File: config.mk
export PLATFORM = sky130hd
export DESIGN_NAME = command_packet_deframer
export DESIGN_NICKNAME = d
export VERILOG_FILES = /design/src/rtl/cpd_pkg.sv /design/src/rtl/cpd_classifier.sv /design/src/rtl/cpd_queue.sv /design/src/rtl/cpd_executor.sv /design/src/rtl/command_packet_deframer.sv
export SDC_FILE = /design/constraint.sdc
export NUM_CORES = 1
export LEC_CHECK = 0
export ABC_AREA = 1
export BUFFER_PORTS_ARGS = -buffer_cell sky130_fd_sc_hd__clkbuf_2
export CAP_MARGIN = 20
export CORE_AREA = 2 2 181 201
export CTS_CLUSTER_DIAMETER = 150
export DETAILED_ROUTE_END_ITERATION = 10
export DIE_AREA = 0 0 183 203
export PLACE_DENSITY = 0.79
export SLEW_MARGIN = 25
export SYNTH_ARGS = -nofsm -noshare
export SYNTH_HDL_FRONTEND = slang
export SYNTH_SLANG_ARGS = --single-unit
File: constraint.sdc
create_clock -name clock -period 6.44 [get_ports clock]
set_input_delay 1.288 -clock clock [delete_from_list [all_inputs] [get_ports clock]]
set_output_delay 1.288 -clock clock [all_outputs]
set_load 0.01 [all_outputs]
File: src/rtl/cpd_pkg.sv
package cpd_pkg;

   localparam int CSR_INDEX_WIDTH = 3;
   localparam int CSR_DATA_WIDTH  = 16;
   localparam int RSP_DATA_WIDTH  = 120;

   localparam logic [CSR_INDEX_WIDTH-1:0] CSR_START_FIRST  = 3'd0;
   localparam logic [CSR_INDEX_WIDTH-1:0] CSR_START_SECOND = 3'd1;
   localparam logic [CSR_INDEX_WIDTH-1:0] CSR_END_FIRST    = 3'd2;
   localparam logic [CSR_INDEX_WIDTH-1:0] CSR_END_SECOND   = 3'd3;
   localparam logic [CSR_INDEX_WIDTH-1:0] CSR_CRC_SEED     = 3'd4;

   localparam logic [15:0] CRC_POLY = 16'h8408;

   localparam logic [2:0] HDR_START_POS = 3'd3;
   localparam logic [2:0] HDR_CMD_POS   = 3'd5;
   localparam logic [2:0] HDR_LAST_POS  = 3'd7;
   localparam logic [2:0] ARG_LAST_POS  = 3'd3;
   localparam logic [2:0] FTR_CRC_POS   = 3'd1;
   localparam logic [2:0] FTR_LAST_POS  = 3'd5;

   typedef enum logic [2:0] {
      PH_HEADER = 3'b001,
      PH_ARGS   = 3'b010,
      PH_FOOTER = 3'b100
   } phase_type;

   typedef enum logic [1:0] {
      KIND_HEADER = 2'd0,
      KIND_ARG    = 2'd1,
      KIND_END    = 2'd2
   } kind_type;

   typedef struct packed {
      phase_type   section;
      logic [2:0]  pos;
      logic [7:0]  data;
   } tag_type;

   typedef struct packed {
      logic [15:0] start_first;
      logic [15:0] start_second;
      logic [15:0] end_first;
      logic [15:0] end_second;
      logic [15:0] crc_seed;
   } cfg_type;

   typedef struct packed {
      kind_type    kind;
      logic [15:0] opcode;
      logic [15:0] argument_total;
      logic [15:0] argument_index;
      logic [31:0] argument_value;
      logic        start_ok;
      logic        crc_ok;
      logic        end_ok;
      logic [15:0] received_crc;
      logic [15:0] computed_crc;
      logic        packet_last;
   } result_type;

   function automatic logic [15:0] crc_byte(input logic [15:0] crc, input logic [7:0] b);
      logic [15:0] c;
      c = crc ^ {8'h00, b};
      for (int k = 0; k < 8; k++) begin
         c = c[0] ? ((c >> 1) ^ CRC_POLY) : (c >> 1);
      end
      return c;
   endfunction

endpackage

File: src/rtl/cpd_classifier.sv
module cpd_classifier (
   input  logic            clock,
   input  logic            reset,
   input  logic            byte_valid,
   input  logic [7:0]      byte_data,
   output cpd_pkg::tag_type tag
);

   cpd_pkg::phase_type phase_ff, phase_in;
   logic [2:0]         pos_ff, pos_in;
   logic [7:0]         prev_ff;
   logic [15:0]        exp_ff, exp_in;
   logic [15:0]        cnt_ff, cnt_in;
   logic [15:0]        cnt_inc;
   logic [15:0]        count_word;

   assign cnt_inc    = cnt_ff + 16'd1;
   assign count_word = {prev_ff, byte_data};

   always_comb begin
      phase_in    = phase_ff;
      pos_in      = pos_ff;
      exp_in      = exp_ff;
      cnt_in      = cnt_ff;
      tag.data    = byte_data;
      tag.pos     = pos_ff;
      tag.section = cpd_pkg::PH_HEADER;
      unique case (phase_ff)
         cpd_pkg::PH_ARGS: begin
            tag.section = cpd_pkg::PH_ARGS;
            if (pos_ff == cpd_pkg::ARG_LAST_POS) begin
               pos_in = 3'd0;
               cnt_in = cnt_inc;
               if (cnt_inc == exp_ff) begin
                  phase_in = cpd_pkg::PH_FOOTER;
               end
            end else begin
               pos_in = pos_ff + 3'd1;
            end
         end
         cpd_pkg::PH_FOOTER: begin
            tag.section = cpd_pkg::PH_FOOTER;
            if (pos_ff == cpd_pkg::FTR_LAST_POS) begin
               pos_in   = 3'd0;
               phase_in = cpd_pkg::PH_HEADER;
            end else begin
               pos_in = pos_ff + 3'd1;
            end
         end
         default: begin
            phase_in = cpd_pkg::PH_HEADER;
            if (pos_ff == cpd_pkg::HDR_LAST_POS) begin
               pos_in   = 3'd0;
               exp_in   = count_word;
               cnt_in   = 16'd0;
               phase_in = (count_word == 16'd0) ? cpd_pkg::PH_FOOTER : cpd_pkg::PH_ARGS;
            end else begin
               pos_in = pos_ff + 3'd1;
            end
         end
      endcase
   end

   always_ff @(posedge clock) begin
      if (reset) begin
         phase_ff <= cpd_pkg::PH_HEADER;
         pos_ff   <= 3'd0;
         prev_ff  <= 8'd0;
         exp_ff   <= 16'd0;
         cnt_ff   <= 16'd0;
      end else if (byte_valid) begin
         phase_ff <= phase_in;
         pos_ff   <= pos_in;
         prev_ff  <= byte_data;
         exp_ff   <= exp_in;
         cnt_ff   <= cnt_in;
      end
   end

endmodule

File: src/rtl/cpd_queue.sv
module cpd_queue #(
   parameter int DEPTH = 4
) (
   input  logic             clock,
   input  logic             reset,
   input  logic             push,
   input  cpd_pkg::tag_type push_tag,
   output logic             push_ready,
   input  logic             pop,
   output logic             head_valid,
   output cpd_pkg::tag_type head_tag
);

   localparam int IDX_W = $clog2(DEPTH);
   localparam int CNT_W = $clog2(DEPTH + 1);

   cpd_pkg::tag_type mem [DEPTH];
   logic [IDX_W-1:0] wr_ptr_ff, wr_ptr_in;
   logic [IDX_W-1:0] rd_ptr_ff, rd_ptr_in;
   logic [CNT_W-1:0] count_ff, count_in;

   assign push_ready = count_ff != CNT_W'(DEPTH);
   assign head_valid = count_ff != '0;
   assign head_tag   = mem[rd_ptr_ff];

   always_comb begin
      wr_ptr_in = wr_ptr_ff;
      rd_ptr_in = rd_ptr_ff;
      count_in  = count_ff;
      if (push) begin
         wr_ptr_in = (wr_ptr_ff == IDX_W'(DEPTH - 1)) ? '0 : wr_ptr_ff + IDX_W'(1);
      end
      if (pop) begin
         rd_ptr_in = (rd_ptr_ff == IDX_W'(DEPTH - 1)) ? '0 : rd_ptr_ff + IDX_W'(1);
      end
      unique case ({push, pop})
         2'b10:   count_in = count_ff + CNT_W'(1);
         2'b01:   count_in = count_ff - CNT_W'(1);
         default: count_in = count_ff;
      endcase
   end

   always_ff @(posedge clock) begin
      if (push) begin
         mem[wr_ptr_ff] <= push_tag;
      end
   end

   always_ff @(posedge clock) begin
      if (reset) begin
         wr_ptr_ff <= '0;
         rd_ptr_ff <= '0;
         count_ff  <= '0;
      end else begin
         wr_ptr_ff <= wr_ptr_in;
         rd_ptr_ff <= rd_ptr_in;
         count_ff  <= count_in;
      end
   end

endmodule

File: src/rtl/cpd_executor.sv
module cpd_executor (
   input  logic                clock,
   input  logic                reset,
   input  cpd_pkg::cfg_type    cfg,
   input  logic                head_valid,
   input  cpd_pkg::tag_type    head_tag,
   output logic                pop,
   output logic                result_valid,
   input  logic                result_ready,
   output cpd_pkg::result_type result
);

   logic [31:0]         word_ff, word_in;
   logic [15:0]         crc_ff, crc_in;
   logic [15:0]         crc_base;
   logic [15:0]         cmd_ff, cmd_in;
   logic [15:0]         exp_ff, exp_in;
   logic [15:0]         done_ff, done_in;
   logic                start_ff, start_in;
   logic [15:0]         fcrc_ff, fcrc_in;
   logic                emit;
   cpd_pkg::result_type res_next;
   logic                valid_ff, valid_in;
   cpd_pkg::result_type res_ff;

   assign pop          = head_valid && (!valid_ff || result_ready);
   assign word_in      = {word_ff[23:0], head_tag.data};
   assign crc_base     = (head_tag.pos == 3'd0) ? cfg.crc_seed : crc_ff;
   assign result_valid = valid_ff;
   assign result       = res_ff;

   always_comb begin
      crc_in   = crc_ff;
      cmd_in   = cmd_ff;
      exp_in   = exp_ff;
      done_in  = done_ff;
      start_in = start_ff;
      fcrc_in  = fcrc_ff;
      emit     = 1'b0;
      res_next = '0;
      unique case (head_tag.section)
         cpd_pkg::PH_ARGS: begin
            crc_in = cpd_pkg::crc_byte(crc_ff, head_tag.data);
            if (head_tag.pos == cpd_pkg::ARG_LAST_POS) begin
               emit                    = 1'b1;
               done_in                 = done_ff + 16'd1;
               res_next.kind           = cpd_pkg::KIND_ARG;
               res_next.opcode         = cmd_ff;
               res_next.argument_total = exp_ff;
               res_next.argument_index = done_ff;
               res_next.argument_value = word_in;
               res_next.start_ok       = start_ff;
            end
         end
         cpd_pkg::PH_FOOTER: begin
            if (head_tag.pos == cpd_pkg::FTR_CRC_POS) begin
               fcrc_in = word_in[15:0];
            end
            if (head_tag.pos == cpd_pkg::FTR_LAST_POS) begin
               emit                    = 1'b1;
               res_next.kind           = cpd_pkg::KIND_END;
               res_next.opcode         = cmd_ff;
               res_next.argument_total = exp_ff;
               res_next.start_ok       = start_ff;
               res_next.crc_ok         = fcrc_ff == crc_ff;
               res_next.end_ok         = (word_in[31:16] == cfg.end_first) &&
                                         (word_in[15:0] == cfg.end_second);
               res_next.received_crc   = fcrc_ff;
               res_next.computed_crc   = crc_ff;
               res_next.packet_last    = 1'b1;
            end
         end
         default: begin
            crc_in = cpd_pkg::crc_byte(crc_base, head_tag.data);
            if (head_tag.pos == cpd_pkg::HDR_START_POS) begin
               start_in = (word_in[31:16] == cfg.start_first) &&
                          (word_in[15:0] == cfg.start_second);
            end
            if (head_tag.pos == cpd_pkg::HDR_CMD_POS) begin
               cmd_in = word_in[15:0];
            end
            if (head_tag.pos == cpd_pkg::HDR_LAST_POS) begin
               emit                    = 1'b1;
               exp_in                  = word_in[15:0];
               done_in                 = 16'd0;
               res_next.kind           = cpd_pkg::KIND_HEADER;
               res_next.opcode         = cmd_ff;
               res_next.argument_total = word_in[15:0];
               res_next.start_ok       = start_ff;
            end
         end
      endcase
   end

   always_comb begin
      valid_in = valid_ff;
      if (pop && emit) begin
         valid_in = 1'b1;
      end else if (result_ready) begin
         valid_in = 1'b0;
      end
   end

   always_ff @(posedge clock) begin
      if (pop && emit) begin
         res_ff <= res_next;
      end
   end

   always_ff @(posedge clock) begin
      if (reset) begin
         valid_ff <= 1'b0;
         word_ff  <= 32'd0;
         crc_ff   <= 16'd0;
         cmd_ff   <= 16'd0;
         exp_ff   <= 16'd0;
         done_ff  <= 16'd0;
         start_ff <= 1'b0;
         fcrc_ff  <= 16'd0;
      end else begin
         valid_ff <= valid_in;
         if (pop) begin
            word_ff  <= word_in;
            crc_ff   <= crc_in;
            cmd_ff   <= cmd_in;
            exp_ff   <= exp_in;
            done_ff  <= done_in;
            start_ff <= start_in;
            fcrc_ff  <= fcrc_in;
         end
      end
   end

endmodule

File: src/rtl/command_packet_deframer.sv
// Result path: with the tag queue empty, the word completing a result is stored in the tag queue
// and then in the executor's result register, which raises rsp_tvalid for the rsp handshake.
// Throughput: one stream word per cycle, sustained while rsp_tready stays high; while a result
// waits on the rsp side, the queue takes up to QUEUE_DEPTH more words before req_tready falls.
// Reset: synchronous, active high; clears the configuration registers, the queue, the result valid flag and
// the parser, which then waits for the first header word of a packet.
module command_packet_deframer #(
   parameter int QUEUE_DEPTH = 4
) (
   input  logic                                 clock,
   input  logic                                 reset,
   input  logic                                 req_tvalid,
   output logic                                 req_tready,
   input  logic [7:0]                           req_tdata,   // stream_byte
   output logic                                 rsp_tvalid,
   input  logic                                 rsp_tready,
   // opcode, argument_total, argument_index, argument_value, start_ok, crc_ok,
   // end_ok, received_crc, computed_crc, zero fill
   output logic [cpd_pkg::RSP_DATA_WIDTH-1:0]   rsp_tdata,
   output logic [1:0]                           rsp_tuser,   // result_kind
   output logic                                 rsp_tlast,   // packet_last
   input  logic                                 csr_valid,
   output logic                                 csr_ready,
   input  logic [cpd_pkg::CSR_INDEX_WIDTH-1:0]  csr_index,
   input  logic [cpd_pkg::CSR_DATA_WIDTH-1:0]   csr_data
);

   cpd_pkg::cfg_type    cfg_ff;
   cpd_pkg::tag_type    front_tag;
   cpd_pkg::tag_type    head_tag;
   cpd_pkg::result_type result;
   logic                req_accept;
   logic                head_valid;
   logic                head_pop;

   assign csr_ready  = 1'b1;
   assign req_accept = req_tvalid && req_tready;

   always_ff @(posedge clock) begin
      if (reset) begin
         cfg_ff <= '0;
      end else if (csr_valid) begin
         unique case (csr_index)
            cpd_pkg::CSR_START_FIRST:  cfg_ff.start_first  <= csr_data;
            cpd_pkg::CSR_START_SECOND: cfg_ff.start_second <= csr_data;
            cpd_pkg::CSR_END_FIRST:    cfg_ff.end_first    <= csr_data;
            cpd_pkg::CSR_END_SECOND:   cfg_ff.end_second   <= csr_data;
            cpd_pkg::CSR_CRC_SEED:     cfg_ff.crc_seed     <= csr_data;
            default:                   cfg_ff              <= cfg_ff;
         endcase
      end
   end

   cpd_classifier u_classifier (
      .clock      (clock),
      .reset      (reset),
      .byte_valid (req_accept),
      .byte_data  (req_tdata),
      .tag        (front_tag)
   );

   cpd_queue #(
      .DEPTH (QUEUE_DEPTH)
   ) u_queue (
      .clock      (clock),
      .reset      (reset),
      .push       (req_accept),
      .push_tag   (front_tag),
      .push_ready (req_tready),
      .pop        (head_pop),
      .head_valid (head_valid),
      .head_tag   (head_tag)
   );

   cpd_executor u_executor (
      .clock        (clock),
      .reset        (reset),
      .cfg          (cfg_ff),
      .head_valid   (head_valid),
      .head_tag     (head_tag),
      .pop          (head_pop),
      .result_valid (rsp_tvalid),
      .result_ready (rsp_tready),
      .result       (result)
   );

   assign rsp_tuser = result.kind;
   assign rsp_tlast = result.packet_last;
   assign rsp_tdata = {5'd0,
                       result.computed_crc,
                       result.received_crc,
                       result.end_ok,
                       result.crc_ok,
                       result.start_ok,
                       result.argument_value,
                       result.argument_index,
                       result.argument_total,
                       result.opcode};

   a_queue_holds_word: assert property (@(posedge clock) disable iff (reset)
      req_accept |=> head_valid)
      else $error("accepted word missing from the tag queue");

   a_arg_position: assert property (@(posedge clock) disable iff (reset)
      (head_valid && head_tag.section == cpd_pkg::PH_ARGS) |->
         head_tag.pos <= cpd_pkg::ARG_LAST_POS)
      else $error("argument byte position out of range");

   a_footer_position: assert property (@(posedge clock) disable iff (reset)
      (head_valid && head_tag.section == cpd_pkg::PH_FOOTER) |->
         head_tag.pos <= cpd_pkg::FTR_LAST_POS)
      else $error("footer byte position out of range");

   a_last_on_end: assert property (@(posedge clock) disable iff (reset)
      rsp_tvalid |-> (rsp_tlast == (rsp_tuser == cpd_pkg::KIND_END)))
      else $error("tlast does not match the end result");

endmodule
==> run metrics, run 1 <==
Total Die Area about 37000 µm²; clock-pin slew on the worst setup and hold paths roughly 0.06 ns; Worst Hold Class register to register; WHS Endpoint cfg_ff[8]; worst clock skew 0.02370 ns; Post-synth EDFFs 174; Yosys reg bits 415; Final min period 4.173 ns; GRT Residual Overflow 0; post-detail-place hpwl 32590 µm; Initial DRT Pass Iterations 6; Slew HR 29.85%; fraction of layout cells with a size suffix above 1 11.76%; Crit path required time about 6.6 ns; status finished clean; final hold violations 0; vias per cell 5.583; Worst Setup End Kind register; RSZ-0062 raised after global routing false; Arr. time, crit path approximately 4.4 ns; CP Class register to register; maximum vdd drop 0.3109 mV; main area contributors after synthesis edfxtp_1 (28%), dfxtp_1 (26%), nand2_1 (6.6%); Multi-input gate area a little under 7000 µm²; Fill cells 2929; CTS Sinks 415; Leak Pwr slightly above 8 nW; syn_area_per_cell ~8.5 µm²; vias post-DR between 15k and 20k; TritonCTS buffer count 42; Core Area 34950 µm²; Die Wd 183 µm; synth unique cells 60; I/O Buffers 151; period utilisation layout between 60% and 70%; Remaining DRCs 0; H-Tree Depth 2; Yosys top cell by area edfxtp_1; worst hold path startpoint cfg_ff[8]; startpoint types register; initial antenna violation count 1; nets approximately 2.3k; Worst R2R End u_executor.result[64]; GRT Total Usage around 25%; worst setup margin between 2 and 2.5 ns; CTS tree yes; num rows 72; achievable frequency 239.7 MHz; routability cong. 0.9861; R2R depth 11; pre-CTS setup slack 2.375 ns; Pwr Density 441.3 nW/µm²; cts hold-fix bufs 0; Crit Path Max Fanout 118; register area 10050 µm²; Root Buffer Master clkbuf_16; die height 203 µm; Slew Limit Fails 0; max-cap viol count 0; DRT Wirelength 47770 µm; Post-Layout Inst Area 20770 µm²; total power about 9.2 mW; tightest hold margin 0.4575 ns; DR iter-0 viols 1467; dpl cell area 19410 µm²; commonest non-fill, non-tap cell in the layout nand2_1; post-synthesis sequential area ratio 54.43%; worst skew pair latency 0.56 ns; I/O Pins between 150 and 200; Hold Path Depth 2; area grow syn2layout 12.52%; DRT antenna net count 0; Tightest Pin Transition 1.044 ns; Synth Flop Type dfxtp_1; Setup Buffers After CTS 0; antenna cells 0; ys async rst share 0%; post-synth top area share 28.30%; Ys Warns 0; vias in the first global route 14.62k; largest net degree at the start of global routing 119; post-cts gate resize count 0; worst reg-to-reg setup slack 2.27 ns; first-pass GRT wire length between 70000 and 80000 µm; setup TNS 0 ns; most frequent cells in the layout nand2_1 (325), nor2_1 (281), inv_1 (257); Mapped Area 18460 µm²; # setup viols final 0; buffer depth of the longest clock path 3; Starting Density 52.82%; routed length per instance between 15 and 20 µm; Post-Syn Instances 2179
[final cells by class]
class                      instances  share of cell area (%)
clock inverter                    29                   1.186
tap                              444                   2.674
clock buffer                      49                   5.282
multi-input combinational       1394                   33.41
sequential                       415                   48.37
inverter                         272                   4.957
timing repair buffer             162                   4.113
[metrics by stage]
step,instances,util [%]
CTS,2764,59.38
finish,2765,59.44
detailed placement,2686,55.53
global placement,2686,55.51
global route,2765,59.44
floorplan,2183,-
[state kept, by name, indices dropped and copies added, names as in the netlist, 2 cells and up, named ones only]
| signal | cells |
|---|---|
| u_classifier.exp_ff | 16 |
| u_queue.rd_ptr_ff | 2 |
| u_queue.wr_ptr_ff | 2 |
| u_classifier.pos_ff | 3 |
| cfg_ff | 80 |
| u_executor.crc_ff | 16 |
| u_classifier.cnt_ff | 16 |
| u_executor.cmd_ff | 16 |
| u_classifier.prev_ff | 8 |
| u_executor.done_ff | 16 |
| u_executor.exp_ff | 16 |
| u_executor.word_ff | 24 |
| u_executor.result | 118 |
| u_classifier.phase_ff | 3 |
| u_queue.mem | 56 |
| u_queue.count_ff | 3 |
| u_executor.fcrc_ff | 16 |
[layer usage]
layer	up-vias	share of wire, %	GRT usage, %
li1	7421	-	-
met1	7220	40	31.43
met2	643	48	42.86
met3	151	7.3	4.054
met4	2	5.0	12.54
met5	-	0.023	0
[worst max-delay path by stage]
stage	from	endpoint	slack, ns	depth (start not counted)
6_report	register	u_executor.result[64]	2.27	11
5_1_grt	register	u_executor.result[34]	1.93	10
4_1_cts	register	u_executor.result[60]	2.36	11
3_5_place_dp	register	u_executor.result[60]	2.38	11
3_3_place_gp	register	u_executor.result[60]	2.54	11
2_1_floorplan	rsp_tready	u_executor.result[0]	1.67	7
[worst max-delay path: stages (launching register included)]
cell	delay, ns
dfxtp_1	0.94
inv_2	0.44
o21ai_1	0.29
o22ai_2	0.12
nand3_4	0.31
nand2_1	0.33
nor2_4	0.43
inv_2	0.04
nand2_1	0.11
nand2_1	0.11
inv_4	0.10
buf_12	0.40
[synth_stat cells, types with 19 or more instances]
cell	number
nand3_1	133
inv_1	260
clkbuf_1	62
xnor2_1	22
nand2_1	325
xor2_1	46
nand4_1	33
nor3_1	19
o21ai_0	214
buf_2	20
o22ai_1	31
dfxtp_1	241
nor2_1	284
edfxtp_1	174
a21oi_1	178
[where the power goes]
group,total (mW),internal [mW],switching (mW)
Combinational,3.26,0.950,2.31
Sequential,3.54,3.18,0.360
Clock,2.37,1.35,1.02
Total,9.17,5.48,3.69
[cells by family after synthesis]
| logic type | Yosys count | share of synthesized area (%) |
|---|---|---|
| and+or+nand+nor | 846 | 19.76 |
| DFF | 415 | 54.43 |
| xor gates and xnor gates | 71 | 3.585 |
| other | 2 | 0.04068 |
| adders and majority gates | 14 | 0.9895 |
| AOI/OAI and AO/OA | 457 | 13.05 |
| buffers and inverters | 374 | 8.146 |
Note: power is estimated with default switching activity, not from simulation.
==> run 2: changes to the inputs <==
--- a/config.mk
+++ b/config.mk
@@ -12,7 +12,7 @@
 export CTS_CLUSTER_DIAMETER = 150
 export DETAILED_ROUTE_END_ITERATION = 10
 export DIE_AREA = 0 0 183 203
-export PLACE_DENSITY = 0.79
+export PLACE_DENSITY = 0.81
 export SLEW_MARGIN = 25
 export SYNTH_ARGS = -nofsm -noshare
 export SYNTH_HDL_FRONTEND = slang
==> constraint.sdc (replaced) <==
create_clock -name clock -period 3.36 [get_ports clock]
set_input_delay 0.672 -clock clock [delete_from_list [all_inputs] [get_ports clock]]
set_output_delay 0.672 -clock clock [all_outputs]
set_load 0.01 [all_outputs]
==> run metrics, run 2 (synthesized netlist as in run 1, its figures left out) <==
status finished clean (unchanged); area grow syn2layout 14.41% (was 12.52%); initial antenna violation count 0 (was 1); buffer depth of the longest clock path 3 (unchanged); vias in the first global route 14.62k (about the same); Slew HR 46.68% (was 29.85%); Slew Limit Fails 0 (unchanged); GRT Residual Overflow 0 (unchanged); Crit-path slowest cell dfxtp_2 (was dfxtp_1); DRT Wirelength 48350 µm (was 47770 µm); startpoint types register (unchanged); cts hold-fix bufs 0 (unchanged); Finished Core Util 60.43% (was 59.44%); tightest hold margin 0.4198 ns (was 0.4575 ns); slowest stage delay, CP 0.63 ns (was 0.94 ns); antenna cells 0 (unchanged); post-cts gate resize count 0 (unchanged); first-pass GRT wire length 75420 µm (was 75380 µm); most frequent cells in the layout nand2_1 (322), nor2_1 (284), inv_1 (258) (was nand2_1 (325), nor2_1 (281), inv_1 (257)); Setup Buffers After CTS 0 (unchanged); Pwr Density 853.7 nW/µm² (was 441.3 nW/µm²); Remaining DRCs 0 (unchanged); commonest non-fill, non-tap cell in the layout nand2_1 (unchanged); RSZ-0062 raised after global routing false (unchanged); Crit path required time 3.59 ns (was 6.63 ns); Core Area 34950 µm² (unchanged); Total Die Area 37150 µm² (unchanged); Non-Filler Instances 2792 (was 2765); Tightest Pin Transition 0.7990 ns (was 1.044 ns); Final min period 2.969 ns (was 4.173 ns); Crit Path Max Fanout 30 (was 118); I/O Buffers 151 (unchanged); Root Buffer Master clkbuf_16 (unchanged); Leak Pwr 8.388 nW (was 8.191 nW); die height 203 µm (unchanged); fraction of layout cells with a size suffix above 1 12.90% (was 11.76%); final hold violations 0 (unchanged); worst setup margin 0.3905 ns (was 2.267 ns); post-detail-place hpwl 34140 µm (was 32590 µm); CP bufs+invs 4 (unchanged); DP Cell Count 2716 (was 2686); period utilisation layout 88.38% (was 64.79%); Starting Density 52.82% (unchanged); Largest register FFs 118 (unchanged); CP Class register to register (unchanged); DR iter-0 viols 1541 (was 1467); setup TNS 0 ns (unchanged); total power 18.03 mW (was 9.168 mW); Critical Path, Cell by Cell inv_2, buf_4, nor2_1, o22ai_2, nor2_1, nand2_2, nor2_4, nor2_4, nand2_2, nand2_2, clkinvlp_4, buf_4 (was inv_2, o21ai_1, o22ai_2, nand3_4, nand2_1, nor2_4, inv_2, nand2_1, nand2_1, inv_4, buf_12); CTS Sinks 415 (unchanged); max-cap viol count 0 (unchanged); # setup viols final 0 (unchanged); Initial DRT Pass Iterations 6 (unchanged); routability cong. 0.9402 (was 0.9861); pre-CTS setup slack 0.4553 ns (was 2.375 ns); nets 2361 (was 2333); num rows 72 (unchanged); TritonCTS buffer count 41 (was 42); worst clock skew 0.01956 ns (was 0.02370 ns); cell mode on critical path nand2_2 (was nand2_1); dpl cell area 19690 µm² (was 19410 µm²); Die Wd 183 µm (unchanged); largest net degree at the start of global routing 110 (was 119); CP top delay family buffers and inverters (was simple AND/OR/NAND/NOR gates); Worst Hold Class input pin to register (was register to register); Arr. time, crit path 3.20 ns (was 4.36 ns); CTS tree yes (unchanged); achievable frequency 336.8 MHz (was 239.7 MHz); routed length per instance 17.32 µm (was 17.28 µm); vias post-DR 15.70k (was 15.44k); Worst Setup End Kind register (unchanged); maximum vdd drop 0.4521 mV (was 0.3109 mV); worst skew pair latency 0.57 ns (was 0.56 ns); H-Tree Depth 2 (unchanged); I/O Pins 158 (unchanged); Post-Layout Inst Area 21120 µm² (was 20770 µm²); vias per cell 5.624 (was 5.583); DRT antenna net count 0 (unchanged); GRT Total Usage 25.44% (was 25.30%); clock-pin slew on the worst setup and hold paths 0.06 ns (about the same)
## run 2: power by group
part / internal [mW] / switching [mW] / leakage (nW) / total [mW]
registers: 6.08 / 0.676 / 3.60 / 6.76
clock network: 2.85 / 2.00 / 0.704 / 4.85
logic: 1.98 / 4.45 / 4.09 / 6.43
total: 10.9 / 7.12 / 8.39 / 18.0
## run 2: cell type report
type | instances | area [µm²]
Clock buffer | 49 | 1066
Clock inverter | 27 | 371.6
Fill cell | 2886 | 13830
Inverter | 272 | 1031
Multi-Input combinational cell | 1394 | 6942
Sequential cell | 415 | 10050
Tap cell | 444 | 555.5
Timing Repair Buffer | 191 | 1106
## run 2: metal layers
layer / routed length (µm) / global-route usage, % / up-vias
li1: - / - / 7479
met5: 0 / 0 / -
met3: 3891 / 4.161 / 159
met1: 18680 / 30.95 / 7295
met2: 23330 / 43.67 / 768
met4: 2443 / 12.86 / 0
## run 2: path summary, 6_finish.rpt
path | startpoint | to | slack [ns] | cells past startpoint
min | req_tdata[3] | u_queue.mem[2][3] | 0.42 | 1
max reg2reg | register | u_executor.result[96] | 0.39 | 12
max | register | u_executor.result[96] | 0.39 | 12
min reg2reg | cfg_ff[8] | cfg_ff[8] | 0.44 | 2
